## config.mk

```make
export PLATFORM = sky130hd
export DESIGN_NAME = resp_stream_parser
export DESIGN_NICKNAME = d
export VERILOG_FILES = /design/src/hw/rtl/rsp_pkg.sv /design/src/hw/rtl/resp_stream_parser.sv
export SDC_FILE = /design/constraint.sdc
export NUM_CORES = 1
export LEC_CHECK = 0
export BUFFER_PORTS_ARGS = -buffer_cell sky130_fd_sc_hd__buf_2
export CAP_MARGIN = 15
export CORE_ASPECT_RATIO = 0.75
export CORE_MARGIN = 3
export CORE_UTILIZATION = 45
export CTS_CLUSTER_DIAMETER = 40
export DETAILED_ROUTE_END_ITERATION = 8
export GPL_TIMING_DRIVEN = 0
export PLACE_DENSITY = 0.67
export SYNTH_ARGS = -nofsm -noshare
export SYNTH_HDL_FRONTEND = slang
export SYNTH_SLANG_ARGS = --single-unit
```

## constraint.sdc

```tcl
create_clock -name clk_i -period 10.4 [get_ports clk_i]
set_clock_uncertainty 0.2 [all_clocks]
set_input_delay 2.08 -clock clk_i [delete_from_list [all_inputs] [get_ports clk_i]]
set_output_delay 2.08 -clock clk_i [all_outputs]
set_load 0.1 [all_outputs]
```

## src/hw/rtl/rsp_pkg.sv

```systemverilog
// Package for the RESP stream parser: sizes, codes, payload types.
`default_nettype none
package rsp_pkg;

  localparam int unsigned MAX_DEPTH = 8;
  localparam int unsigned LEN_BITS  = 32;
  localparam int unsigned LVL_W     = $clog2(MAX_DEPTH + 1);
  localparam int unsigned IDX_W     = (MAX_DEPTH > 1) ? $clog2(MAX_DEPTH) : 1;

  localparam logic [7:0] CH_CR     = 8'h0D;
  localparam logic [7:0] CH_LF     = 8'h0A;
  localparam logic [7:0] CH_PLUS   = 8'h2B;
  localparam logic [7:0] CH_DOLLAR = 8'h24;
  localparam logic [7:0] CH_COLON  = 8'h3A;
  localparam logic [7:0] CH_STAR   = 8'h2A;
  localparam logic [7:0] CH_MINUS  = 8'h2D;
  localparam logic [7:0] CH_ZERO   = 8'h30;
  localparam logic [7:0] CH_NINE   = 8'h39;

  localparam logic [31:0] TXT_OK   = 32'h0000_4F4B;
  localparam logic [31:0] TXT_NONE = 32'h4E4F_4E45;
  localparam logic [31:0] TXT_PONG = 32'h504F_4E47;

  localparam logic [1:0] SC_OK   = 2'd0;
  localparam logic [1:0] SC_NONE = 2'd1;
  localparam logic [1:0] SC_PONG = 2'd2;

  typedef enum logic [3:0] {
    PH_TYPE,
    PH_SIMPLE_TEXT,
    PH_SIMPLE_LF,
    PH_STR_LEN_FIRST,
    PH_STR_LEN,
    PH_STR_LEN_LF,
    PH_STR_DATA,
    PH_STR_CR,
    PH_STR_LF,
    PH_INT_DATA,
    PH_INT_CR,
    PH_INT_LF,
    PH_ARR_LEN,
    PH_ARR_LF,
    PH_ERR_TEXT,
    PH_ERR_LF
  } phase_e;

  typedef enum logic [3:0] {
    EV_NONE     = 4'd0,
    EV_SIMPLE   = 4'd1,
    EV_STR_HDR  = 4'd2,
    EV_STR_BYTE = 4'd3,
    EV_STR_END  = 4'd4,
    EV_INT      = 4'd5,
    EV_ARR_HDR  = 4'd6,
    EV_ERR_BYTE = 4'd7,
    EV_ERR_END  = 4'd8
  } event_e;

  typedef struct packed {
    logic [7:0] data_byte;
    logic       end_of_message;
  } in_t;

  typedef struct packed {
    event_e             event_res;
    logic [7:0]         payload_byte;
    logic signed [63:0] value;
    logic [3:0]         nesting_level;
    logic               message_done;
    logic               message_invalid;
  } out_t;

endpackage
`default_nettype wire

```

## src/hw/rtl/resp_stream_parser.sv

```systemverilog
// RESP stream parser top level: input register, single-pass decode, result register.
// Takes one message byte per transfer and reports one result per byte: simple
// words, bulk string headers/bytes/ends, 8-byte big-endian integers, array
// headers and error text, with array nesting tracked up to MAX_DEPTH levels and
// every CR LF checked. A new byte is accepted every clock cycle unless a full,
// unread result register stalls the input; each byte goes through the input
// register and the decode logic into the result register. The rate is set by the
// single-pass decode, where closing nested arrays uses a priority search over
// the per-level "one element left" flags instead of a pop loop. No clearing
// pass is needed after reset.
`default_nettype none
module resp_stream_parser (
  input  wire logic          clk_i,
  input  wire logic          rst_ni,
  input  wire logic          in_valid_i,
  output logic               in_ready_o,
  input  wire rsp_pkg::in_t  in_data_i,
  output logic               out_valid_o,
  input  wire logic          out_ready_i,
  output rsp_pkg::out_t      out_data_o
);
  import rsp_pkg::*;

  // handshake stages
  logic in_valid_q, out_valid_q, adv;
  in_t  in_q;
  out_t out_q, res_c;

  // parser state
  phase_e              phase_q, phase_d;
  logic [LEN_BITS-1:0] len_q, len_d;
  logic [63:0]         acc_q, acc_d;
  logic [2:0]          bidx_q, bidx_d;
  logic [31:0]         txt_q, txt_d;
  logic [2:0]          tlen_q, tlen_d;
  logic [LVL_W-1:0]    lvl_q, lvl_d;
  logic                skip_q, skip_d;
  logic [LEN_BITS-1:0] rem_q [MAX_DEPTH];
  logic [MAX_DEPTH-1:0] one_q;

  // decode
  logic [7:0]          b;
  logic                eom, isdig;
  logic [3:0]          dig;
  logic [LEN_BITS+3:0] sum10;
  logic                ovf;
  logic                simple_ok;
  logic [1:0]          simple_code;
  logic                found;
  logic [IDX_W-1:0]    top_idx;
  logic [LEN_BITS-1:0] rem_top;
  event_e              ev_c;
  logic [7:0]          pay_c;
  logic [63:0]         val_c;
  logic                bad_c, fin_c, push_c, done_c, bad_f;

  assign adv         = in_valid_q && (!out_valid_q || out_ready_i);
  assign in_ready_o  = !in_valid_q || adv;
  assign out_valid_o = out_valid_q;
  assign out_data_o  = out_q;

  always_ff @(posedge clk_i or negedge rst_ni) begin
    if (!rst_ni) begin
      in_valid_q  <= 1'b0;
      out_valid_q <= 1'b0;
    end else begin
      if (in_ready_o) in_valid_q <= in_valid_i;
      if (adv) out_valid_q <= 1'b1;
      else if (out_ready_i) out_valid_q <= 1'b0;
    end
  end

  always_ff @(posedge clk_i) begin
    if (in_valid_i && in_ready_o) in_q <= in_data_i;
    if (adv) out_q <= res_c;
  end

  assign b     = in_q.data_byte;
  assign eom   = in_q.end_of_message;
  assign isdig = (b >= CH_ZERO) && (b <= CH_NINE);
  assign dig   = 4'(b - CH_ZERO);
  assign sum10 = {len_q, 3'b000} + {2'b00, len_q, 1'b0} + (LEN_BITS + 4)'(dig);
  assign ovf   = |sum10[LEN_BITS+3:LEN_BITS];

  always_comb begin
    simple_ok   = 1'b1;
    simple_code = SC_OK;
    if (tlen_q == 3'd2 && txt_q == TXT_OK) simple_code = SC_OK;
    else if (tlen_q == 3'd4 && txt_q == TXT_NONE) simple_code = SC_NONE;
    else if (tlen_q == 3'd4 && txt_q == TXT_PONG) simple_code = SC_PONG;
    else simple_ok = 1'b0;
  end

  // innermost open array that still has more than one element to go
  always_comb begin
    found   = 1'b0;
    top_idx = '0;
    for (int i = 0; i < MAX_DEPTH; i++) begin
      if (LVL_W'(i) < lvl_q && !one_q[i]) begin
        found   = 1'b1;
        top_idx = IDX_W'(i);
      end
    end
  end
  assign rem_top = rem_q[top_idx];

  always_comb begin : decode
    ev_c   = EV_NONE;
    pay_c  = '0;
    val_c  = '0;
    bad_c  = 1'b0;
    fin_c  = 1'b0;
    push_c = 1'b0;
    case (phase_q)
      PH_TYPE: begin
        if (!(b inside {CH_PLUS, CH_DOLLAR, CH_COLON, CH_STAR, CH_MINUS})) bad_c = 1'b1;
      end
      PH_SIMPLE_TEXT: begin
        if (b == CH_CR) bad_c = !simple_ok;
        else if (b == 8'h00 || tlen_q >= 3'd4) bad_c = 1'b1;
      end
      PH_SIMPLE_LF: begin
        if (b != CH_LF) bad_c = 1'b1;
        else begin
          ev_c  = EV_SIMPLE;
          val_c = 64'(len_q);
          fin_c = 1'b1;
        end
      end
      PH_STR_LEN_FIRST, PH_STR_LEN: begin
        if (isdig) bad_c = ovf;
        else if (!(b == CH_CR && phase_q == PH_STR_LEN)) bad_c = 1'b1;
      end
      PH_STR_LEN_LF: begin
        if (b != CH_LF) bad_c = 1'b1;
        else begin
          ev_c  = EV_STR_HDR;
          val_c = 64'(len_q);
        end
      end
      PH_STR_DATA: begin
        ev_c  = EV_STR_BYTE;
        pay_c = b;
      end
      PH_STR_CR, PH_INT_CR: begin
        if (b != CH_CR) bad_c = 1'b1;
      end
      PH_STR_LF: begin
        if (b != CH_LF) bad_c = 1'b1;
        else begin
          ev_c  = EV_STR_END;
          fin_c = 1'b1;
        end
      end
      PH_INT_DATA: ;
      PH_INT_LF: begin
        if (b != CH_LF) bad_c = 1'b1;
        else begin
          ev_c  = EV_INT;
          val_c = acc_q;
          fin_c = 1'b1;
        end
      end
      PH_ARR_LEN: begin
        if (isdig) bad_c = ovf;
        else if (b != CH_CR) bad_c = 1'b1;
      end
      PH_ARR_LF: begin
        if (b != CH_LF) bad_c = 1'b1;
        else begin
          ev_c  = EV_ARR_HDR;
          val_c = 64'(len_q);
          if (len_q == '0) fin_c = 1'b1;
          else if (lvl_q >= LVL_W'(MAX_DEPTH)) bad_c = 1'b1;
          else push_c = 1'b1;
        end
      end
      PH_ERR_TEXT: begin
        if (b == 8'h00) bad_c = 1'b1;
        else if (b != CH_CR) begin
          ev_c  = EV_ERR_BYTE;
          pay_c = b;
        end
      end
      PH_ERR_LF: begin
        if (b != CH_LF) bad_c = 1'b1;
        else begin
          ev_c  = EV_ERR_END;
          fin_c = 1'b1;
        end
      end
      default: bad_c = 1'b1;
    endcase

    done_c = fin_c && !bad_c && !found;
    bad_f  = bad_c || (!done_c && eom);

    res_c = '0;
    if (!skip_q) begin
      if (bad_f) begin
        res_c.message_invalid = 1'b1;
      end else begin
        res_c.event_res     = ev_c;
        res_c.payload_byte  = pay_c;
        res_c.value         = val_c;
        res_c.nesting_level = 4'(lvl_q);
        res_c.message_done  = done_c;
      end
    end
  end

  always_comb begin : next_state
    phase_d = phase_q;
    len_d   = len_q;
    acc_d   = acc_q;
    bidx_d  = bidx_q;
    txt_d   = txt_q;
    tlen_d  = tlen_q;
    lvl_d   = lvl_q;
    skip_d  = skip_q;
    if (!skip_q) begin
      case (phase_q)
        PH_TYPE: begin
          len_d  = '0;
          acc_d  = '0;
          bidx_d = '0;
          txt_d  = '0;
          tlen_d = '0;
          case (b)
            CH_PLUS:   phase_d = PH_SIMPLE_TEXT;
            CH_DOLLAR: phase_d = PH_STR_LEN_FIRST;
            CH_COLON:  phase_d = PH_INT_DATA;
            CH_STAR:   phase_d = PH_ARR_LEN;
            CH_MINUS:  phase_d = PH_ERR_TEXT;
            default:   phase_d = PH_TYPE;
          endcase
        end
        PH_SIMPLE_TEXT: begin
          if (b == CH_CR) begin
            if (simple_ok) begin
              len_d   = LEN_BITS'(simple_code);
              phase_d = PH_SIMPLE_LF;
            end
          end else if (!bad_c) begin
            txt_d  = {txt_q[23:0], b};
            tlen_d = tlen_q + 3'd1;
          end
        end
        PH_STR_LEN_FIRST, PH_STR_LEN: begin
          if (isdig && !ovf) begin
            len_d   = sum10[LEN_BITS-1:0];
            phase_d = PH_STR_LEN;
          end else if (b == CH_CR && phase_q == PH_STR_LEN) begin
            phase_d = PH_STR_LEN_LF;
          end
        end
        PH_STR_LEN_LF: phase_d = (len_q == '0) ? PH_STR_CR : PH_STR_DATA;
        PH_STR_DATA: begin
          len_d = (len_q == '0) ? '0 : len_q - LEN_BITS'(1);
          if (len_d == '0) phase_d = PH_STR_CR;
        end
        PH_STR_CR: phase_d = PH_STR_LF;
        PH_INT_DATA: begin
          acc_d  = {acc_q[55:0], b};
          bidx_d = bidx_q + 3'd1;
          if (bidx_q == 3'd7) phase_d = PH_INT_CR;
        end
        PH_INT_CR: phase_d = PH_INT_LF;
        PH_ARR_LEN: begin
          if (isdig && !ovf) len_d = sum10[LEN_BITS-1:0];
          else if (b == CH_CR) phase_d = PH_ARR_LF;
        end
        PH_ARR_LF: begin
          if (push_c) begin
            lvl_d   = lvl_q + LVL_W'(1);
            len_d   = '0;
            phase_d = PH_TYPE;
          end
        end
        PH_ERR_TEXT: begin
          if (b == CH_CR) phase_d = PH_ERR_LF;
        end
        default: phase_d = phase_q;
      endcase

      if (fin_c && !bad_c) begin
        phase_d = PH_TYPE;
        len_d   = '0;
        lvl_d   = found ? LVL_W'(top_idx) + LVL_W'(1) : '0;
      end

      if (done_c || bad_f) skip_d = 1'b1;
    end

    if ((skip_q || done_c || bad_f) && eom) begin
      phase_d = PH_TYPE;
      len_d   = '0;
      acc_d   = '0;
      bidx_d  = '0;
      txt_d   = '0;
      tlen_d  = '0;
      lvl_d   = '0;
      skip_d  = 1'b0;
    end
  end

  always_ff @(posedge clk_i or negedge rst_ni) begin
    if (!rst_ni) begin
      phase_q <= PH_TYPE;
      len_q   <= '0;
      acc_q   <= '0;
      bidx_q  <= '0;
      txt_q   <= '0;
      tlen_q  <= '0;
      lvl_q   <= '0;
      skip_q  <= 1'b0;
    end else if (adv) begin
      phase_q <= phase_d;
      len_q   <= len_d;
      acc_q   <= acc_d;
      bidx_q  <= bidx_d;
      txt_q   <= txt_d;
      tlen_q  <= tlen_d;
      lvl_q   <= lvl_d;
      skip_q  <= skip_d;
    end
  end

  // remaining-count stack; one_q marks entries with a single element left
  always_ff @(posedge clk_i) begin
    if (adv && !skip_q && !bad_f) begin
      if (push_c) begin
        rem_q[lvl_q[IDX_W-1:0]] <= len_q;
        one_q[lvl_q[IDX_W-1:0]] <= (len_q == LEN_BITS'(1));
      end else if (fin_c && found) begin
        rem_q[top_idx] <= rem_top - LEN_BITS'(1);
        one_q[top_idx] <= (rem_top == LEN_BITS'(2));
      end
    end
  end

  a_lvl_bound: assert property (@(posedge clk_i) disable iff (!rst_ni)
    lvl_q <= LVL_W'(MAX_DEPTH))
    else $error("stack level beyond max depth");

  a_skip_after_end: assert property (@(posedge clk_i) disable iff (!rst_ni)
    (adv && !skip_q && (done_c || bad_f) && !eom) |=> skip_q)
    else $error("no skip after finished or malformed message");

  a_done_xor_bad: assert property (@(posedge clk_i) disable iff (!rst_ni)
    out_valid_o |-> !(out_data_o.message_done && out_data_o.message_invalid))
    else $error("done and invalid together");

  a_ready_when_free: assert property (@(posedge clk_i) disable iff (!rst_ni)
    !out_valid_q |-> in_ready_o)
    else $error("input stalled with empty result register");

endmodule
`default_nettype wire
```

==> impl_results.md, run 1 <==
* Status: finished clean
* Clock root buffer master: clkbuf_16
* Core area at 55000 um^2
* Worst reg2reg startpoint: b[3]
* Initial drt markers at roughly 2.4k
* Clock buffer depth at 3
* Clock latency at the later pin of the worst-skew pair at ~0.66 ns
* Fin util at 0.5293
* Final WS setup at roughly 2.4 ns
* DR top layer: met5
* Share of synthesized area occupied by flip-flops and latches at 0.5645
* Multi-input logic area at ~10000 um^2
* RSZ-0062 raised after global routing: false
* Detailed Routing Iterations Pass 1 at 6
* H-tree depth at 2
* CP endpoint kind: flop
* Synthesized flop and latch total at 500
* Final setup violation count at 0
* Final wirelength at around 79000 um
* Post-Syn Area at between 20000 and 30000 um^2
* Synth cell types at 97
* Resize count post-CTS at 0
* Max cap viols at 0
* Routability cong. at between 0.9 and 1
* Initial antenna violation count at 4
* Syn Area/Cell at ~11 um^2
* Fin. Hold Viols at 0
* Largest net degree at the start of global routing at 86
* Worst IR drop on VDD at between 150 and 200 uV
* Hold Slack at 0.2911 ns
* Reg clk slew, reported paths at 0.06 ns
* P per Cell Area at approximately 190 nW/um^2
* Global-route wire length before repair at approximately 120000 um
* Worst r2r path cells at 20
* Max-slew violation count at 0
* Die Wd at around 280 um
* Leakage at about 11 nW
* Routed length on met2 at approximately 33000 um
* R2R Path End: rem_q[3][12]
* Hold buffer count at CTS at 0
* WL met3 at approximately 8400 um
* Post CTS Setup Buffer Count at 0
* Remaining DRCs at 0
* All-Layer GR Usage at 0.2625
* Setup CP Type: reg2reg
* Slew HR at 0.1598
* Setup WS pre-CTS at roughly 2.6 ns
* Hpwl dp at between 50000 and 60000 um
* Final ANT Viol Nets at 0
* Layout Area Growth over Synthesis at 15.00%
* Post-Synthesis Cells at around 2.3k
* Final Total Pwr at approximately 0.0055 W
* Hold path cells at 1
* CTS tree: yes
* Via count at 20.46k
* Worst EP required at about 11 ns
* Top_reg_cell synth: edfxtp_1
* Die Y at ~210 um
* Initial Utilization at 0.4602
* CP max FO at 10
* Vias in the first global route at approximately 20k
* Hold Path Class: reg2reg
* Tmin final at around 8 ns
* PortBufs at 96
* FF+latch area at 14290 um^2
* Met1 Wirelength at roughly 36000 um
* Final cycle utilization of the critical path at 0.7682
* Critical Path AT at ~8.1 ns
* Share of layout cells above drive strength 1 at 0.1283
* Hold Startpoint: in_valid_q
* Syn_nets at around 2.4k
* CTS sink cnt at 500
* Worst hold endpoint: out_valid_o
* Core Rows at 74
* CTS Buf Count at 61
* Post-synth EDFFs at roughly 360
* Filler Cell Count at 4742
* Ant. Diodes at 0
* R2R setup slack at ~2.4 ns
* Io pins at 97
* Max Clk Rate at roughly 130 MHz
* Ys async rst share at 0.2900
* Final nets at 2541
* Via/cell ratio at between 6 and 7
* Worst Max-Slew Pin Slew at 1.252 ns
* Die area at ~59000 um^2
* Startpoint types: flop
* Congestion Overflow GR at 0
* YS warnings at 0
* Avg WL per Cell at around 25 um
==> worst max-delay path, stage by stage (launching register included) <==
cell and delay (ns):
edfxtp_1 0.42, clkbuf_1 0.45, inv_1 0.28, fa_1 0.58, inv_1 0.07, fa_1 0.48
a21oi_1 0.19, nand4b_1 0.17, a21boi_0 0.20, a2111o_1 0.51, a31oi_1 0.25, xnor2_1 0.09
or3_1 0.36, a311oi_2 0.86, a21oi_1 0.41, buf_6 0.26, clkbuf_1 0.33, nor4_2 0.86
buf_4 0.33, buf_6 0.16, buf_4 0.18
==> per-stage QoR <==
step                setup TNS, ns  area [um^2]  instances
floorplan                       0        25310       2265
global placement          -317.83        26690       3083
detailed placement              0        27080       3105
CTS                             0        29080       3220
global route                    0        29110       3224
finish                          0        29110       3224
==> layout by cell type (no fill, tap or decap), types with 13 or more instances in the layout <==
master       n
edfxtp_1   355
nand2_1    258
dfrtp_1    145
nor2_1     132
buf_2      127
a21oi_1    127
clkbuf_1   118
o21ai_0    113
a22o_1     104
ha_1        76
nand3_1     68
clkbuf_16   61
nor3_1      52
and2_1      47
a22oi_1     46
xnor2_1     44
a31oi_1     43
nand4_1     31
and4_1      30
a211oi_1    27
xor2_1      27
nor4_1      26
inv_1       25
or3_1       21
o31ai_1     20
o21ai_1     18
nand2b_1    17
mux2i_1     17
buf_6       15
a21o_1      15
buf_1       14
and3_1      13
==> kinds of logic (layout without fill, tap and decap cells) <==
kind of cell,after synthesis,count (layout),synth area share
AOI/OAI and AO/OA,632,632,0.1721
buffers and inverters,189,426,0.03366
muxes,26,26,0.01073
xor gates and xnor gates,71,71,0.02457
and+or+nand+nor,769,769,0.1553
DFF,500,500,0.5645
adders and majority gates,78,78,0.03915
==> metal layers <==
| layer | global-route usage | up-vias |
|---|---|---|
| met1 | 0.3999 | 10180 |
| met5 | 0 | - |
| li1 | - | 9007 |
| met3 | 0.06648 | 157 |
| met2 | 0.3707 | 1114 |
| met4 | 0.07274 | 6 |
==> cell usage after synthesis (all sizes together) (10+ instances only) <==
cell type / instances / area, um^2
nand4: 31 / 193.9
nor2: 137 / 514.2
and2: 47 / 294.0
buf: 56 / 350.3
inv: 27 / 103.9
or3: 21 / 131.4
a211oi: 36 / 330.3
nor2b: 11 / 68.82
a21o: 15 / 112.6
nand2b: 18 / 120.1
nor3: 54 / 280.3
nand3: 68 / 340.3
o31ai: 20 / 150.1
and3: 13 / 81.33
nor4: 33 / 244.0
a32oi: 12 / 105.1
o21ai: 131 / 655.6
o21a: 12 / 90.09
a22o: 104 / 910.9
dfrtp: 145 / 3628
o32ai: 10 / 87.58
a31oi: 43 / 269.0
mux2i: 17 / 170.2
nand2: 258 / 968.4
and4: 30 / 262.8
ha: 76 / 950.9
a21oi: 128 / 640.6
xnor2: 44 / 385.4
o22ai: 11 / 68.82
clkbuf: 104 / 390.4
xor2: 27 / 236.5
a22oi: 46 / 345.3
edfxtp: 355 / 10660
==> where the power goes <==
part           total, W  switching (W)  internal [W]  leakage, nW
combinational   0.00127       0.000933      0.000333         4.60
sequential      0.00218      0.0000210       0.00216         5.86
clock           0.00208       0.000925       0.00115        0.971
==> cell type report <==
type,instances,share of cell area
timing repair buffer,122,0.02850
clock buffer,76,0.05472
clock inverter,39,0.01401
buffer,160,0.02545
sequential,500,0.4909
inverter,29,0.003912
multi-input combinational,1576,0.3515
tap,722,0.03104
==> registers in the layout, summed over array words and instances (netlist names), 3 cells and up <==
name / flops
one_q: 8
b: 8
out_data_o: 82
bidx_q: 3
phase_q: 4
lvl_q: 4
acc_q: 64
txt_q: 32
tlen_q: 3
rem_q: 256
len_q: 32
==> how the worst max path moves through the flow <==
stage	slack, ns	end	depth (start not counted)	from
2_1_floorplan	0.65	rem_q[5][0]	15	b[3]
3_3_place_gp	-7.02	rem_q[5][23]	15	b[3]
3_5_place_dp	2.61	rem_q[3][12]	20	b[3]
4_1_cts	2.49	rem_q[3][10]	20	b[3]
5_1_grt	2.04	rem_q[3][12]	20	b[3]
6_report	2.41	rem_q[3][12]	20	b[3]
Power figures use the tool's default switching activity.
==> inputs of run 2 (changes only) <==
PLACE_DENSITY = 0.65   (was 0.67)
clock period = 8.1 ns   (was 10.4 ns; I/O delays follow)
==> run 2 against run 1 <==
  * Clock-buffer cell count shrank 2
  * Worst hold slack gained 0.0082 ns
  * Total power grew 29%
  * Wire length shrank 0.22%
  * Critical path depth shrank 2
  * Register-to-register slack lost 2.3 ns
  * Critical path type unchanged
==> impl_results.md, run 2 (synthesized netlist as in run 1, its figures left out) <==
* Clock latency at the later pin of the worst-skew pair at 0.65 ns (was 0.66 ns)
* Core Rows at 74 (unchanged)
* Worst Max-Slew Pin Slew at 1.264 ns (was 1.252 ns)
* Core area at 55000 um^2 (unchanged)
* Via/cell ratio at 6.308 (was 6.346)
* CP endpoint kind: flop (unchanged)
* Net Sw Power at 0.002375 W (was 0.001879 W)
* Top reg by flops: rem_q (unchanged)
* Worst IR drop on VDD at 187.8 uV (was 165.7 uV)
* Congestion Overflow GR at 0 (unchanged)
* Remaining DRCs at 0 (unchanged)
* RSZ-0062 raised after global routing: false (unchanged)
* Most common cell after layout, fill and taps aside: edfxtp_1 (unchanged)
* Startpoint types: flop (unchanged)
* Max Clk Rate at 125.8 MHz (was 125.2 MHz)
* Hold Path Class: reg2reg (unchanged)
* Clock buffer depth at 3 (unchanged)
* R2R setup slack at 0.15 ns (was 2.41 ns)
* R2R Path End: rem_q[6][30] (was rem_q[3][12])
* Setup CP Type: reg2reg (unchanged)
* Max cap viols at 0 (unchanged)
* Detailed Routing Iterations Pass 1 at 5 (was 6)
* CP Cell Sequence: clkbuf_1, inv_1, fa_1, inv_1, fa_1, a21oi_1, nand4b_1, a21boi_0, a2111o_1, a31oi_1, xnor2_1, or3_1, a311oi_2, a21oi_1, o31a_1, buf_2, nor2_4, buf_16 (was clkbuf_1, inv_1, fa_1, inv_1, fa_1, a21oi_1, nand4b_1, a21boi_0, a2111o_1, a31oi_1, xnor2_1, or3_1, a311oi_2, a21oi_1, buf_6, clkbuf_1, nor4_2, buf_4, buf_6, buf_4)
* All-Layer GR Usage at 0.2615 (was 0.2625)
* Die Wd at 279.9 um (unchanged)
* Final Total Pwr at 0.007117 W (was 0.005525 W)
* P per Cell Area at 244.6 nW/um^2 (was 189.8 nW/um^2)
* Die Y at 211.4 um (unchanged)
* Net Sw Frac at 0.3337 (was 0.3401)
* Final nets at 2536 (was 2541)
* Layout Area Growth over Synthesis at 14.98% (was 15.00%)
* Final setup violation count at 0 (unchanged)
* Seq pwr share at 0.394 (was 0.395)
* Initial drt markers at 2579 (was 2417)
* Hold Startpoint: acc_q[60] (was in_valid_q)
* Avg WL per Cell at 24.53 um (about the same)
* Slew HR at 0.1572 (was 0.1598)
* Largest net degree at the start of global routing at 88 (was 86)
* CTS Buf Count at 60 (was 61)
* Tmin final at 7.948 ns (was 7.990 ns)
* Hold path cells at 1 (unchanged)
* Resize count post-CTS at 0 (unchanged)
* Share of layout cells above drive strength 1 at 0.1279 (was 0.1283)
* Clk pwr share at 0.378 (was 0.376)
* Hold Slack at 0.2993 ns (was 0.2911 ns)
* Fin. Hold Viols at 0 (unchanged)
* Max FFs per register at 256 (unchanged)
* Routability cong. at 0.9605 (was 0.9669)
* Ant. Diodes at 0 (unchanged)
* Status: finished clean (unchanged)
* Die area at 59160 um^2 (unchanged)
* Worst EP required at 8.22 ns (was 10.51 ns)
* PortBufs at 96 (unchanged)
* Leading cell types in the layout, fill and taps excluded: edfxtp_1 (355), nand2_1 (258), dfrtp_1 (145) (unchanged)
* Slowest stage delay, CP at 1.00 ns (was 0.86 ns)
* CTS tree: yes (unchanged)
* Post CTS Setup Buffer Count at 0 (unchanged)
* Reg clk slew, reported paths at 0.06 ns (about the same)
* Hpwl dp at 56910 um (was 56590 um)
* Hold buffer count at CTS at 0 (unchanged)
* Clock root buffer master: clkbuf_16 (unchanged)
* Fin util at 0.5291 (was 0.5293)
* Global-route wire length before repair at 118700 um (was 119700 um)
* Final cycle utilization of the critical path at 0.9812 (was 0.7682)
* Critical Path AT at 8.07 ns (was 8.10 ns)
* Worst reg2reg startpoint: b[3] (unchanged)
* Worst hold endpoint: acc_q[60] (was out_valid_o)
* Initial antenna violation count at 3 (was 4)
* CTS sink cnt at 500 (unchanged)
* CP max FO at 17 (was 10)
* Worst path slowest cell: a311oi_2 (unchanged)
* Initial Utilization at 0.4602 (unchanged)
* Worst r2r path cells at 18 (was 20)
* Final wirelength at 78910 um (was 79080 um)
* Filler Cell Count at 4779 (was 4742)
* Io pins at 97 (unchanged)
* H-tree depth at 2 (unchanged)
* Final ANT Viol Nets at 0 (unchanged)
* Max-slew violation count at 0 (unchanged)
* Vias in the first global route at 18.93k (was 19.63k)
* Via count at 20.29k (was 20.46k)
* Leakage at 11.42 nW (was 11.43 nW)
* Design internal power at 0.004742 W (was 0.003646 W)
* Comb power frac at 0.228 (was 0.229)
-- run 2: changes by cell type in the layout (fill, tap and decap cells not counted), sizes merged --
cell      before  now
clkbuf       183  182
buf          175  170
bufinv         1    3
clkinv        24   19
clkinvlp       1    3
-- run 2: metal layers --
layer  vias up  wire length (um)  track usage
met4         4              1747      0.06662
met3       143              8274      0.05711
met2      1087             32420       0.3636
li1       8986                 -            -
met1     10070             36430       0.4116
met5         -                33            0
-- run 2: worst max-delay path, delay by kind of cell, from the launching register on --
family / cells / cell delay (ns)
AO/OA/AOI/OAI: 7 / 3.45
buffers and inverters: 5 / 1.24
AND/OR/NAND/NOR: 3 / 1.21
adder cells (fa/ha/maj): 2 / 1.03
XOR/XNOR: 1 / 0.08
flip-flops: 1 / 0.41
-- run 2: worst max path at each step --
stage	from	to	slack [ns]
global placement	b[3]	rem_q[3][8]	-5.01
global route	len_q[0]	rem_q[6][30]	0.008
finish	b[3]	rem_q[6][30]	0.15
CTS	b[3]	rem_q[6][30]	0.39
floorplan	b[3]	rem_q[3][0]	0.15
detailed placement	b[3]	rem_q[6][4]	0.44
-- run 2: area by class of cell --
class	instances	area [um^2]	area share
Multi-Input combinational cell	1576	10240	0.3520
Inverter	29	113.9	0.003912
Buffer	160	740.7	0.02545
Clock inverter	38	404.1	0.01389
Clock buffer	74	1607	0.05520
Sequential cell	500	14290	0.4910
Tap cell	722	903.4	0.03104
Timing Repair Buffer	118	800.8	0.02752
-- run 2: power by group through the flow --
stage	clock [W]	combinational, W	sequential (W)
6_report	0.00269	0.00162	0.00280
5_1_grt	0.00283	0.00171	0.00281
4_1_cts	0.00272	0.00158	0.00280
3_5_place_dp	0	0.00158	0.00285
3_3_place_gp	0	0.00156	0.00285
2_1_floorplan	0	0.000921	0.00305
-- run 2: metrics by stage --
step                area (um^2)  setup TNS, ns  cells  worst slack (ns)
floorplan                 25320              0   2265            0.1539
global placement          26700        -509.86   3083            -5.007
detailed placement        27060              0   3101            0.4354
CTS                       29070              0   3213            0.3932
global route              29100              0   3217          0.007925
finish                    29100              0   3217            0.1524
